File: config.mk
export PLATFORM = sky130hd
export DESIGN_NAME = icy_metadata_demuxer
export DESIGN_NICKNAME = d
export VERILOG_FILES = /design/src/rtl/core/icy_pkg.sv /design/src/rtl/core/icy_metadata_demuxer.sv
export SDC_FILE = /design/constraint.sdc
export NUM_CORES = 1
export LEC_CHECK = 0
export BUFFER_PORTS_ARGS = -buffer_cell sky130_fd_sc_hd__buf_2
export CAP_MARGIN = 10
export CORE_ASPECT_RATIO = 0.7
export CORE_MARGIN = 5
export CORE_UTILIZATION = 50
export DETAILED_ROUTE_END_ITERATION = 10
export PLACE_DENSITY = 0.62
export SETUP_SLACK_MARGIN = 0.02
export SYNTH_ARGS = -nofsm -noshare
export SYNTH_HDL_FRONTEND = slang
export SYNTH_SLANG_ARGS = --single-unit
File: constraint.sdc
create_clock -name clk_i -period 3.9 [get_ports clk_i]
set_input_delay 1.17 -clock clk_i [delete_from_list [all_inputs] [get_ports clk_i]]
set_output_delay 1.17 -clock clk_i [all_outputs]
set_load 0.02 [all_outputs]
File: src/rtl/core/icy_pkg.sv
`timescale 1ns / 1ps
// Package with the constants and the key table of the ICY metadata demuxer.
package icy_pkg;

  localparam int unsigned INTERVAL_W = 20;
  localparam int unsigned META_CNT_W = 12;
  localparam int unsigned KEY_LEN    = 13;
  localparam int unsigned KEY_IDX_W  = 4;

  localparam logic [7:0] CHAR_NUL   = 8'h00;
  localparam logic [7:0] CHAR_S     = 8'h53;
  localparam logic [7:0] CHAR_QUOTE = 8'h27;
  localparam logic [7:0] CHAR_SEMI  = 8'h3B;
  localparam logic [7:0] UTF8_MASK  = 8'hC0;
  localparam logic [7:0] UTF8_CONT  = 8'h80;

  localparam logic KIND_AUDIO = 1'b0;
  localparam logic KIND_TITLE = 1'b1;

  // Characters of the title key StreamTitle=' by position.
  function automatic logic [7:0] key_char(input logic [KEY_IDX_W-1:0] idx);
    logic [7:0] c;
    case (idx)
      4'd0:    c = 8'h53;
      4'd1:    c = 8'h74;
      4'd2:    c = 8'h72;
      4'd3:    c = 8'h65;
      4'd4:    c = 8'h61;
      4'd5:    c = 8'h6D;
      4'd6:    c = 8'h54;
      4'd7:    c = 8'h69;
      4'd8:    c = 8'h74;
      4'd9:    c = 8'h6C;
      4'd10:   c = 8'h65;
      4'd11:   c = 8'h3D;
      4'd12:   c = 8'h27;
      default: c = 8'h00;
    endcase
    return c;
  endfunction

endpackage

File: src/rtl/core/icy_metadata_demuxer.sv
`timescale 1ns / 1ps
// ICY metadata demuxer: splits audio from metadata and emits new stream titles.
//
// Input channel: one stream byte per item on stream_byte_i, valid/ready.
// Output channel: output_kind_o, data_byte_o, last_of_run_o, valid/ready.
// Configuration: cfg_we_i writes cfg_wdata_i as the audio interval, which
// restarts the audio run; write it only while the block is idle.
// Audio, length and metadata bytes are accepted back to back while the output
// register is free, and an audio byte appears on it the cycle after it is accepted.
// The title key and the closing quote are matched on the fly while metadata
// arrives, and title bytes are captured into a small candidate memory.
// After the last byte of a metadata block the block is busy for a finishing
// sequence run by one sequencer over the two title memories: UTF-8 back-up at
// the cut, compare with the stored title, then copy and emission of a new title.
// A stalled receiver holds the output register; the block then takes no new
// item until the pending item leaves.
// Reset clears the interval to zero (plain passthrough) and the stored title length.
module icy_metadata_demuxer
  import icy_pkg::*;
#(
  parameter int unsigned TITLE_BYTES = 64
) (
  input  logic                  clk_i,
  input  logic                  rst_ni,
  input  logic                  cfg_we_i,
  input  logic [INTERVAL_W-1:0] cfg_wdata_i,
  input  logic                  in_valid_i,
  output logic                  in_ready_o,
  input  logic [7:0]            stream_byte_i,
  output logic                  out_valid_o,
  input  logic                  out_ready_i,
  output logic                  output_kind_o,
  output logic [7:0]            data_byte_o,
  output logic                  last_of_run_o
);

  localparam int unsigned LW = (TITLE_BYTES > 1) ? $clog2(TITLE_BYTES) : 1;
  localparam logic [LW-1:0] VLEN_MAX = LW'(TITLE_BYTES - 1);
  localparam logic [META_CNT_W-1:0] VCNT_DEPTH = META_CNT_W'(TITLE_BYTES);
  localparam logic [META_CNT_W-1:0] VCNT_MAX = META_CNT_W'(TITLE_BYTES - 1);

  typedef enum logic [1:0] {
    PH_AUDIO,
    PH_LEN,
    PH_META
  } phase_e;

  typedef enum logic [3:0] {
    ST_RUN,
    ST_FSTART,
    ST_BK_RD,
    ST_BK_CHK,
    ST_CHKLEN,
    ST_CMP_RD,
    ST_CMP_CHK,
    ST_EMIT_RD,
    ST_EMIT_WR,
    ST_DONE
  } state_e;

  state_e                  state_q;
  phase_e                  phase_q;
  logic [INTERVAL_W-1:0]   interval_q;
  logic [INTERVAL_W-1:0]   audio_cd_q;
  logic [META_CNT_W-1:0]   meta_cd_q;
  logic [KEY_IDX_W-1:0]    key_idx_q;
  logic                    key_found_q;
  logic                    closed_q;
  logic                    stop_q;
  logic                    quote_q;
  logic [META_CNT_W-1:0]   vcnt_q;
  logic [LW-1:0]           vlen_q;
  logic [LW-1:0]           k_q;
  logic [LW-1:0]           prev_len_q;

  logic                    out_valid_q;
  logic                    out_kind_q;
  logic [7:0]              out_data_q;
  logic                    out_last_q;

  logic [7:0]              cand_mem [TITLE_BYTES];
  logic [7:0]              prev_mem [TITLE_BYTES];
  logic [7:0]              cand_q;
  logic [7:0]              prev_q;

  logic                    out_free;
  logic                    out_load;
  logic                    in_acc;
  logic                    is_audio;
  logic                    is_len;
  logic                    is_meta;
  logic                    cand_we;
  logic                    cand_re;
  logic                    prev_re;
  logic                    prev_we;
  logic [LW-1:0]           cand_raddr;
  logic [META_CNT_W-1:0]   meta_cd_next;
  logic [META_CNT_W-1:0]   vlen_raw;

  // Handshake and classification of the accepted byte.
  assign out_free   = !out_valid_q || out_ready_i;
  assign in_ready_o = (state_q == ST_RUN) && out_free;
  assign in_acc     = in_valid_i && in_ready_o;

  always_comb begin
    is_audio = 1'b0;
    is_len   = 1'b0;
    is_meta  = 1'b0;
    if (interval_q == '0) begin
      is_audio = 1'b1;
    end else begin
      case (phase_q)
        PH_AUDIO: begin
          if (audio_cd_q != '0) begin
            is_audio = 1'b1;
          end else begin
            is_len = 1'b1;
          end
        end
        PH_LEN:  is_len  = 1'b1;
        default: is_meta = 1'b1;
      endcase
    end
  end

  // The output register takes a new item in this cycle.
  assign out_load = !cfg_we_i && ((in_acc && is_audio) ||
                                  ((state_q == ST_EMIT_WR) && out_free));

  assign meta_cd_next = (meta_cd_q == '0) ? '0 : meta_cd_q - 1'b1;
  assign vlen_raw     = vcnt_q - 1'b1;

  // A value byte is captured while the title is open and fits the memory.
  assign cand_we = in_acc && is_meta && !stop_q && key_found_q && !closed_q &&
                   (stream_byte_i != CHAR_NUL) &&
                   !(quote_q && stream_byte_i == CHAR_SEMI) && (vcnt_q < VCNT_DEPTH);

  assign cand_re    = (state_q == ST_BK_RD) || (state_q == ST_CMP_RD) ||
                      (state_q == ST_EMIT_RD);
  assign cand_raddr = (state_q == ST_BK_RD) ? vlen_q : k_q;
  assign prev_re    = (state_q == ST_CMP_RD);
  assign prev_we    = (state_q == ST_EMIT_WR) && out_free;

  // Candidate title memory.
  always_ff @(posedge clk_i) begin
    if (cand_we) begin
      cand_mem[vcnt_q[LW-1:0]] <= stream_byte_i;
    end
    if (cand_re) begin
      cand_q <= cand_mem[cand_raddr];
    end
  end

  // Stored previous title memory.
  always_ff @(posedge clk_i) begin
    if (prev_we) begin
      prev_mem[k_q] <= cand_q;
    end
    if (prev_re) begin
      prev_q <= prev_mem[k_q];
    end
  end

  // Sequencer, stream counters, title matcher and output register.
  always_ff @(posedge clk_i or negedge rst_ni) begin
    if (!rst_ni) begin
      state_q     <= ST_RUN;
      phase_q     <= PH_AUDIO;
      interval_q  <= '0;
      audio_cd_q  <= '0;
      meta_cd_q   <= '0;
      key_idx_q   <= '0;
      key_found_q <= 1'b0;
      closed_q    <= 1'b0;
      stop_q      <= 1'b0;
      quote_q     <= 1'b0;
      vcnt_q      <= '0;
      vlen_q      <= '0;
      k_q         <= '0;
      prev_len_q  <= '0;
      out_valid_q <= 1'b0;
      out_kind_q  <= KIND_AUDIO;
      out_data_q  <= '0;
      out_last_q  <= 1'b0;
    end else begin
      if (out_valid_q && out_ready_i && !out_load) begin
        out_valid_q <= 1'b0;
      end
      if (cfg_we_i) begin
        interval_q <= cfg_wdata_i;
        audio_cd_q <= cfg_wdata_i;
        phase_q    <= PH_AUDIO;
        meta_cd_q  <= '0;
      end else begin
        case (state_q)
          ST_RUN: begin
            if (in_acc && is_audio) begin
              out_valid_q <= 1'b1;
              out_kind_q  <= KIND_AUDIO;
              out_data_q  <= stream_byte_i;
              out_last_q  <= 1'b1;
              if (interval_q != '0) begin
                audio_cd_q <= audio_cd_q - 1'b1;
                if (audio_cd_q == INTERVAL_W'(1)) begin
                  phase_q <= PH_LEN;
                end
              end
            end else if (in_acc && is_len) begin
              meta_cd_q   <= {stream_byte_i, 4'b0000};
              key_idx_q   <= '0;
              key_found_q <= 1'b0;
              closed_q    <= 1'b0;
              stop_q      <= 1'b0;
              quote_q     <= 1'b0;
              vcnt_q      <= '0;
              if (stream_byte_i == 8'h00) begin
                audio_cd_q <= interval_q;
                phase_q    <= PH_AUDIO;
              end else begin
                phase_q <= PH_META;
              end
            end else if (in_acc && is_meta) begin
              meta_cd_q <= meta_cd_next;
              if (meta_cd_next == '0) begin
                state_q <= ST_FSTART;
              end
              if (!stop_q) begin
                if (stream_byte_i == CHAR_NUL) begin
                  stop_q <= 1'b1;
                end else if (!key_found_q) begin
                  if (stream_byte_i == key_char(key_idx_q)) begin
                    if (key_idx_q == KEY_IDX_W'(KEY_LEN - 1)) begin
                      key_found_q <= 1'b1;
                      vcnt_q      <= '0;
                      quote_q     <= 1'b0;
                    end else begin
                      key_idx_q <= key_idx_q + 1'b1;
                    end
                  end else begin
                    key_idx_q <= (stream_byte_i == CHAR_S) ? KEY_IDX_W'(1) : '0;
                  end
                end else if (!closed_q) begin
                  if (quote_q && stream_byte_i == CHAR_SEMI) begin
                    closed_q <= 1'b1;
                  end else begin
                    vcnt_q  <= vcnt_q + 1'b1;
                    quote_q <= (stream_byte_i == CHAR_QUOTE);
                  end
                end
              end
            end
          end
          // Title length with the cut at one below the title memory size.
          ST_FSTART: begin
            if (!closed_q) begin
              state_q <= ST_DONE;
            end else if (vlen_raw > VCNT_MAX) begin
              vlen_q  <= VLEN_MAX;
              state_q <= ST_BK_RD;
            end else begin
              vlen_q  <= vlen_raw[LW-1:0];
              state_q <= ST_CHKLEN;
            end
          end
          ST_BK_RD: begin
            state_q <= ST_BK_CHK;
          end
          // Back up while the byte at the cut is a UTF-8 continuation byte.
          ST_BK_CHK: begin
            if ((cand_q & UTF8_MASK) == UTF8_CONT) begin
              vlen_q  <= vlen_q - 1'b1;
              state_q <= (vlen_q == LW'(1)) ? ST_DONE : ST_BK_RD;
            end else begin
              state_q <= ST_CHKLEN;
            end
          end
          ST_CHKLEN: begin
            k_q <= '0;
            if (vlen_q == '0) begin
              state_q <= ST_DONE;
            end else if (vlen_q != prev_len_q) begin
              state_q <= ST_EMIT_RD;
            end else begin
              state_q <= ST_CMP_RD;
            end
          end
          ST_CMP_RD: begin
            state_q <= ST_CMP_CHK;
          end
          // Compare with the stored title one byte at a time.
          ST_CMP_CHK: begin
            if (cand_q != prev_q) begin
              k_q     <= '0;
              state_q <= ST_EMIT_RD;
            end else if (k_q == vlen_q - 1'b1) begin
              state_q <= ST_DONE;
            end else begin
              k_q     <= k_q + 1'b1;
              state_q <= ST_CMP_RD;
            end
          end
          ST_EMIT_RD: begin
            state_q <= ST_EMIT_WR;
          end
          // Copy one title byte into the store and send it out.
          ST_EMIT_WR: begin
            if (out_free) begin
              out_valid_q <= 1'b1;
              out_kind_q  <= KIND_TITLE;
              out_data_q  <= cand_q;
              out_last_q  <= (k_q == vlen_q - 1'b1);
              if (k_q == vlen_q - 1'b1) begin
                prev_len_q <= vlen_q;
                state_q    <= ST_DONE;
              end else begin
                k_q     <= k_q + 1'b1;
                state_q <= ST_EMIT_RD;
              end
            end
          end
          // Start the next audio run.
          ST_DONE: begin
            audio_cd_q <= interval_q;
            phase_q    <= PH_AUDIO;
            state_q    <= ST_RUN;
          end
          default: begin
            state_q <= ST_RUN;
          end
        endcase
      end
    end
  end

  assign out_valid_o   = out_valid_q;
  assign output_kind_o = out_kind_q;
  assign data_byte_o   = out_data_q;
  assign last_of_run_o = out_last_q;

  // The emission index stays inside the title being sent.
  a_emit_index: assert property (@(posedge clk_i) disable iff (!rst_ni)
    (state_q == ST_EMIT_WR) |-> (k_q < vlen_q))
    else $error("title emission index beyond title length");

  // Length compare is only reached for a closed title.
  a_closed_title: assert property (@(posedge clk_i) disable iff (!rst_ni)
    (state_q == ST_CHKLEN) |-> closed_q)
    else $error("title length checked without a closing quote");

  // An accepted item leaves the block running or starts the finishing pass.
  a_accept_flow: assert property (@(posedge clk_i) disable iff (!rst_ni)
    (in_acc && !cfg_we_i) |=> (state_q == ST_RUN || state_q == ST_FSTART))
    else $error("unexpected sequencer state after an accepted item");

endmodule

* Word-level counts from Yosys, hierarchy flattened
Memory sizes are Yosys's and may differ from the RTL's. A register that Yosys moved wholly into a read port is not among the register bits.
Cells that the tools add are included.
** Word-level totals
- Output and inout port bits :: 12
- Memories kept :: 3
- Input port bits :: 33
- Bits in registers :: 107
- Memory bits (read-only) :: 112
- RAM bits :: 1024
- Logic and storage cells :: 253
** Memory list
- cand_mem :: words 64, width 8, read ports 1, clocked after Yosys merged registers in 1, wr ports 1, RTL line icy_metadata_demuxer.sv:81 : logic [7:0] cand_mem [TITLE_BYTES];
- prev_mem :: words 64, width 8, read ports 1, clocked after Yosys merged registers in 1, wr ports 1, RTL line icy_metadata_demuxer.sv:82 : logic [7:0] prev_mem [TITLE_BYTES];
- (name not given) :: words 16, width 7, read ports 1, clocked after Yosys merged registers in 0, wr ports 0, RTL line icy_pkg.sv:23 : case (idx)
** Operators by class
- Reductions and logical operators :: 60
- Mux-type cells :: 121
- Bitwise gates (word level) :: 2
- Magnitude comparators :: 2
- Add/sub/neg operators :: 7
- Eq/ne operators :: 40
** Operator list (count)
- $mux W12 :: 15
- $mux W20 :: 5
- $mux W8 :: 10
- $mux W4 :: 19
- $mux W1 :: 47
- $mux W6 :: 7
- $pmux W20 S2 :: 1
- $reduce_bool A20 Y1 :: 2
- $pmux W4 S9 :: 1
- $logic_not A12 Y1 :: 2
- $reduce_and A4 Y1 :: 6
- $sub A12 B1 Y12 const B :: 2
- $eq A20 B1 Y1 const B :: 1
- $logic_not A20 Y1 :: 1
- $sub A20 B1 Y20 const B :: 1
- $pmux W6 S3 :: 1
- $eq A4 B3 Y1 const B :: 4
- $eq A8 B6 Y1 const B :: 2
- $logic_and A1 B1 Y1 :: 16
- $pmux W8 S2 :: 1
- $reduce_bool A3 Y1 :: 5
- $mux W2 :: 7
- $ne A2 B2 Y1 const B :: 7
- $add A12 B1 Y12 const B :: 1
- 40 further kinds :: 68

* Longest topological paths before layout
- Depth after elaboration :: 17
- Mapped depth :: 13
- Mapped depth without buffers :: 10

* Worst setup path before layout
No wires, ideal clock.
- Path type :: input port to flip-flop
- Start :: in stream_byte_i[2]
- End :: mem cand_mem[14][0] (enable)
- Stages on the path :: 9
- Setup time :: 0.370 ns
- Setup slack :: -0.148 ns
- Arrival time :: 3.678 ns
- Buffers on the path :: 2
- Data required time :: 3.530 ns
- Cell sequence :: clkbuf_1 -> and4b_1 -> a41oi_1 -> nand2_1 -> nor4_1 -> and2_1 -> or3b_2 -> clkbuf_1 -> nor2_1
** On the way
- Longest elaborated chain between the ends :: 7
- Elaborated cells between the ends (all ways) :: 9
- Classes of those cells :: eq/ne: 1; mux: 2; reduce/logical: 6
** Ends and longest elaborated chain
- start, declared :: RTL line icy_metadata_demuxer.sv:29 : input logic [7:0] stream_byte_i,
- $eq A8 B6 Y1 :: RTL line icy_metadata_demuxer.sv:136 : !(quote_q && stream_byte_i == CHAR_SEMI) && (vcnt_q < VCNT_DEPTH);
- $logic_and A1 B1 Y1 :: RTL line icy_metadata_demuxer.sv:136
- $logic_not A1 Y1 :: RTL line icy_metadata_demuxer.sv:136
- $logic_and A1 B1 Y1 (*) :: RTL line icy_metadata_demuxer.sv:135 : (stream_byte_i != CHAR_NUL) &&
- $logic_and A1 B1 Y1 (*) :: RTL line icy_metadata_demuxer.sv:136
- $mux W1 (*) :: RTL line icy_metadata_demuxer.sv:146 : if (cand_we) begin
- $mux W1 (not written as such) (*) :: RTL line icy_metadata_demuxer.sv:147 : cand_mem[vcnt_q[LW-1:0]] <= stream_byte_i;
- end, declared :: RTL line icy_metadata_demuxer.sv:81
Every way passes the cells marked *; elsewhere a longest branch is shown, timed or not.

* Final worst setup path
- Start :: reg state_q[0]
- End :: reg cand_q[5], read port of cand_mem, data pin
** On the way
- Longest elaborated chain between the ends :: 3
- Elaborated cells between the ends (all ways) :: 6
- Classes of those cells :: eq/ne: 3; mux: 1; reduce/logical: 2
** Ends and longest elaborated chain
- start, declared :: RTL line icy_metadata_demuxer.sv:61 : state_e state_q;
- start signal, assigned :: RTL line icy_metadata_demuxer.sv:272 : state_q <= (vlen_q == LW'(1)) ? ST_DONE : ST_BK_RD;
- $eq A4 B2 Y1 or $eq A4 B3 Y1 (tied branches) :: RTL line icy_metadata_demuxer.sv:138, icy_metadata_demuxer.sv:140
- $logic_or A1 B1 Y1 (2 in series) :: RTL line icy_metadata_demuxer.sv:138 : assign cand_re = (state_q == ST_BK_RD) || (state_q == ST_CMP_RD) ||
- end, declared :: RTL line icy_metadata_demuxer.sv:83 : logic [7:0] cand_q;
Several ways; a longest one is shown, not always the timed one.
A chain may end at the register's enable or synchronous reset.

==> flow_summary_export.csv <==
group,metric,value,unit
grt,overflow,0,
clocking,hold_buffers,0,
critical_path,setup.worst_path.end_class,"flip-flop",
critical_path,crit_slowest_cell,"nor4b_4",
logic_synthesis,postSynthAreaPerCell,15.2,sq um
timing,finalSetupViolCount,0,
critical_path,cp.required,4.32,ns
clocking,path_clk_slew,0.07,ns
route,firstDrtPassIters,6,
grt,grt_pass1_vias,28186,
power,p_total,35.9,mW
logic_synthesis,ys.warnings.count,0,
critical_path,cp.arrival,4.06,ns
power,p_comb_share,28.2,%
critical_path,path_max_fanout,24,
clocking,root_buffer,"clkbuf_16",
route,drt_iter0_drc,4743,
power,ir_worst_vdd,0.000514,V
floorplan,dieArea,99000,sq um
floorplan,ios,45,
cells_and_area,area.growth.synth_to_final,15.1,%
clocking,post_cts_resized,0,
grt,grt_first_pass_wirelength,192000,um
clocking,cts_buffer_depth,3,
critical_path,cp_slowest_stage_delay,0.52,ns
clocking,cts_max_level,3,
critical_path,cp_cell_sequence,"nor4b_4, mux2i_4, buf_12, buf_4, mux2_2, o22ai_1, a221oi_1, buf_4, o211ai_1, a31oi_1",
logic_synthesis,async_reset_ff_share,9.33,%
timing,hold_violations,0,
flow_run,cap_violations,0,
clocking,cts.sinks,1147,
timing,worst_pin_slew,1.13,ns
logic_synthesis,synth_area,46400,sq um
cells_and_area,num-fill-cells,6954,
critical_path,critPathMostFrequentCell,"buf_4",
clocking,postCtsSetupBuffers,0,
timing,period_share,93.3,%
critical_path,crit_type,"reg2reg",
logic_synthesis,synth_fp_nets,3090,
logic_synthesis,synth_edf_count,1040,
power,p_sw_share,32.5,%
route,ant_nets,0,
power,power_frac_seq,42.1,%
clocking,cts_tree,"built",
route,drc_errors,0,
grt,grt_antenna_before_repair,4,
route,drt-total-wl,130000,um
logic_synthesis,seq_area_frac_synth,73.1,%
cells_and_area,nNetsFinal,3332,
timing,fin_setup_tns,0,ns
route,vias,29347,
timing,grt_setup_unrepaired,"false",
power,powerDensity,674,nW/um^2
floorplan,row_count,93,
power,p_clk_share,29.7,%
route,viasPerCell,6.36,
grt,grt_use_total,25.9,%
critical_path,crit_path_start_kind,"flip-flop",
placement,io_buffer_count,44,
placement,place.gp.congestion,0.994,
timing,finalMaxSlewViolations,0,
min_path,hp-class,"in2async",
power,leakage,17.8,nW
floorplan,coreArea,92000,sq um
timing,fmax,275,MHz
timing,fin_crit,3.64,ns
floorplan,die_x,374,um
cells_and_area,final_util,58.0,%
timing,finClkSkew,0.0405,ns
clocking,cts_made_buffers,106,
clocking,clock_latency,0.70,ns
power,internal-power,24.3,mW
logic_synthesis,synth_cell_types,75,
outcome,status,"finished clean",
floorplan,die_y,265,um
route,wl_per_cell,28.3,um
power,switching_power,11.7,mW
floorplan,start_util,50.4,%
placement,dp_hpwl,84600,um
timing,relSlewSlack,24.3,%
logic_synthesis,ys_seq_elements,1147,
logic_synthesis,synth_ff_type,"edfxtp_1",
grt,grt_start_max_net_pins,70,
cells_and_area,drive_above_1_share,19.4,%
logic_synthesis,syn_inst,3043,
## state kept, by name, indices dropped and copies added, names as in the netlist, 2 cells and up
register / cells
k_q: 6
phase_q: 2
cand_mem: 512
key_idx_q: 4
audio_cd_q: 20
state_q: 4
prev_q: 8
interval_q: 20
prev_mem: 512
data_byte_o: 8
cand_q: 8
vlen_q: 6
meta_cd_q: 12
prev_len_q: 6
vcnt_q: 12
## critical path, delay by kind of cell, from the launching register on
family	cells	cell delay, ns
buffers and inverters	3	0.83
and+or+nand+nor	1	0.52
AOI/OAI and AO/OA	4	0.83
DFF	1	0.40
muxes	2	0.73
## Yosys cell counts, types with 4 or more instances
library cell	number	area (sq um)
a32o_1	15	150
nor4_1	31	194
o21a_1	5	37.5
clkbuf_1	134	503
or3b_2	4	35.0
mux2_2	92	1040
nand2b_1	13	81.3
or3_1	13	81.3
o21ai_0	98	490
a221oi_1	71	622
inv_1	37	139
a32oi_1	10	87.6
nand4_1	23	144
o2111ai_1	10	87.6
nor2b_1	7	43.8
a31oi_1	86	538
a211oi_1	5	37.5
a41oi_1	4	35.0
o22ai_1	46	288
nand3_1	75	375
or4_1	12	90.1
nand3b_1	4	30.0
xnor2_1	24	210
buf_1	28	105
and3_1	9	56.3
mux2i_1	92	921
and2_1	9	56.3
o31ai_1	17	128
xor2_1	18	158
a22oi_1	164	1230
a22o_1	65	569
nand2_1	199	747
a21oi_1	65	325
buf_2	24	120
buf_4	5	37.5
o41ai_1	4	35.0
nor2_1	221	830
nor3b_1	8	60.1
o211ai_1	16	120
edfxtp_1	1040	31200
mux4_2	34	766
a21o_1	4	30.0
nor3_1	32	160
ha_1	14	175
dfrtp_1	107	2680
## kinds of logic (layout without fill, tap and decap cells)
kind of cell	Yosys count	count (layout)	synth area share (%)
adders and majority gates	14	14	0.378
and+or+nand+nor	678	678	6.84
muxes	219	219	5.90
buffers and inverters	231	563	2.02
xor gates and xnor gates	43	43	0.842
other	0	1	0
AOI/OAI and AO/OA	711	711	10.9
DFF	1147	1147	73.1
## cell usage in the layout (no fill, tap or decap), types with 9 or more instances in the layout
master	netlist	routed
edfxtp_1	1040	1040
buf_4	5	270
nor2_1	221	210
nand2_1	199	199
a22oi_1	164	164
clkbuf_16	0	108
dfrtp_1	107	107
o21ai_0	98	97
mux2_2	92	91
mux2i_1	92	90
a31oi_1	86	86
nand3_1	75	75
a221oi_1	71	71
a22o_1	65	65
a21oi_1	65	65
o22ai_1	46	46
buf_2	24	43
inv_1	37	37
mux4_2	34	34
nor3_1	32	31
nor4_1	31	29
xnor2_1	24	24
nand4_1	23	23
clkinv_1	0	20
xor2_1	18	18
o31ai_1	17	17
clkinv_2	0	17
o211ai_1	16	16
a32o_1	15	15
ha_1	14	14
buf_12	0	14
nand2b_1	13	13
or3_1	13	13
clkbuf_1	134	13
bufinv_16	0	13
or4_1	12	12
o2111ai_1	10	10
a32oi_1	10	10
nor2_2	0	9
and2_1	9	9
## routing by layer
metal  routed length [um]  vias to the layer above  global-route usage, %
met5                   13                        -                      0
met4                 2590                        2                   5.41
met3                15600                      188                   6.57
met2                53600                     1758                   35.1
met1                58500                    14820                   42.2
li1                     -                    12579                      -
## area by class of cell
type | count | area (sq um) | share of cell area (%)
multi-input cells | 1665 | 11600 | 21.8
repair buffers | 328 | 2540 | 4.76
clock inverters | 72 | 772 | 1.45
inverters | 37 | 139 | 0.260
flip-flops and latches | 1147 | 33900 | 63.5
diodes | 1 | 2.50 | 0.00469
well taps | 1235 | 1550 | 2.90
clock buffers | 126 | 2820 | 5.29
## per-stage QoR
step                instance area, sq um  hold slack [ns]  instances  setup WS, ns
finish                             53400            0.456       4611         0.260
detailed placement                 49800            0.478       4411        -0.163
global placement                   49700            0.488       4410        -0.126
floorplan                          46400            0.456       3043        0.0541
CTS                                53300            0.451       4609         0.346
global route                       53400            0.474       4610         0.198
## final timing paths
kind                                   startpoint                         to  slack (ns)  cells after the start
setup / recovery           state_q[0]$_DFFE_PN0P_        cand_q[5]$_DFFE_PP_        0.26                     10
hold / removal                             rst_ni  interval_q[2]$_DFFE_PN0P_        0.46                      1
setup reg to reg           state_q[0]$_DFFE_PN0P_        cand_q[5]$_DFFE_PP_        0.26                     10
hold reg to reg                stop_q$_DFFE_PN0P_         stop_q$_DFFE_PN0P_        0.49                      1
max in group asynchronous                  rst_ni      vlen_q[3]$_DFFE_PN0P_        2.62                      2
min in group clk_i             stop_q$_DFFE_PN0P_         stop_q$_DFFE_PN0P_        0.49                      1
## power by group through the flow
stage                     sequential (mW)  combinational, mW  clock (mW)
after floorplan                      15.6               5.65           0
final                                15.1               10.1        10.7
after CTS                            15.1               9.96        10.8
after global routing                 15.2               10.7        11.3
after global placement               15.4               9.75           0
after detailed placement             15.4               9.92           0
Power figures use the tool's default switching activity.
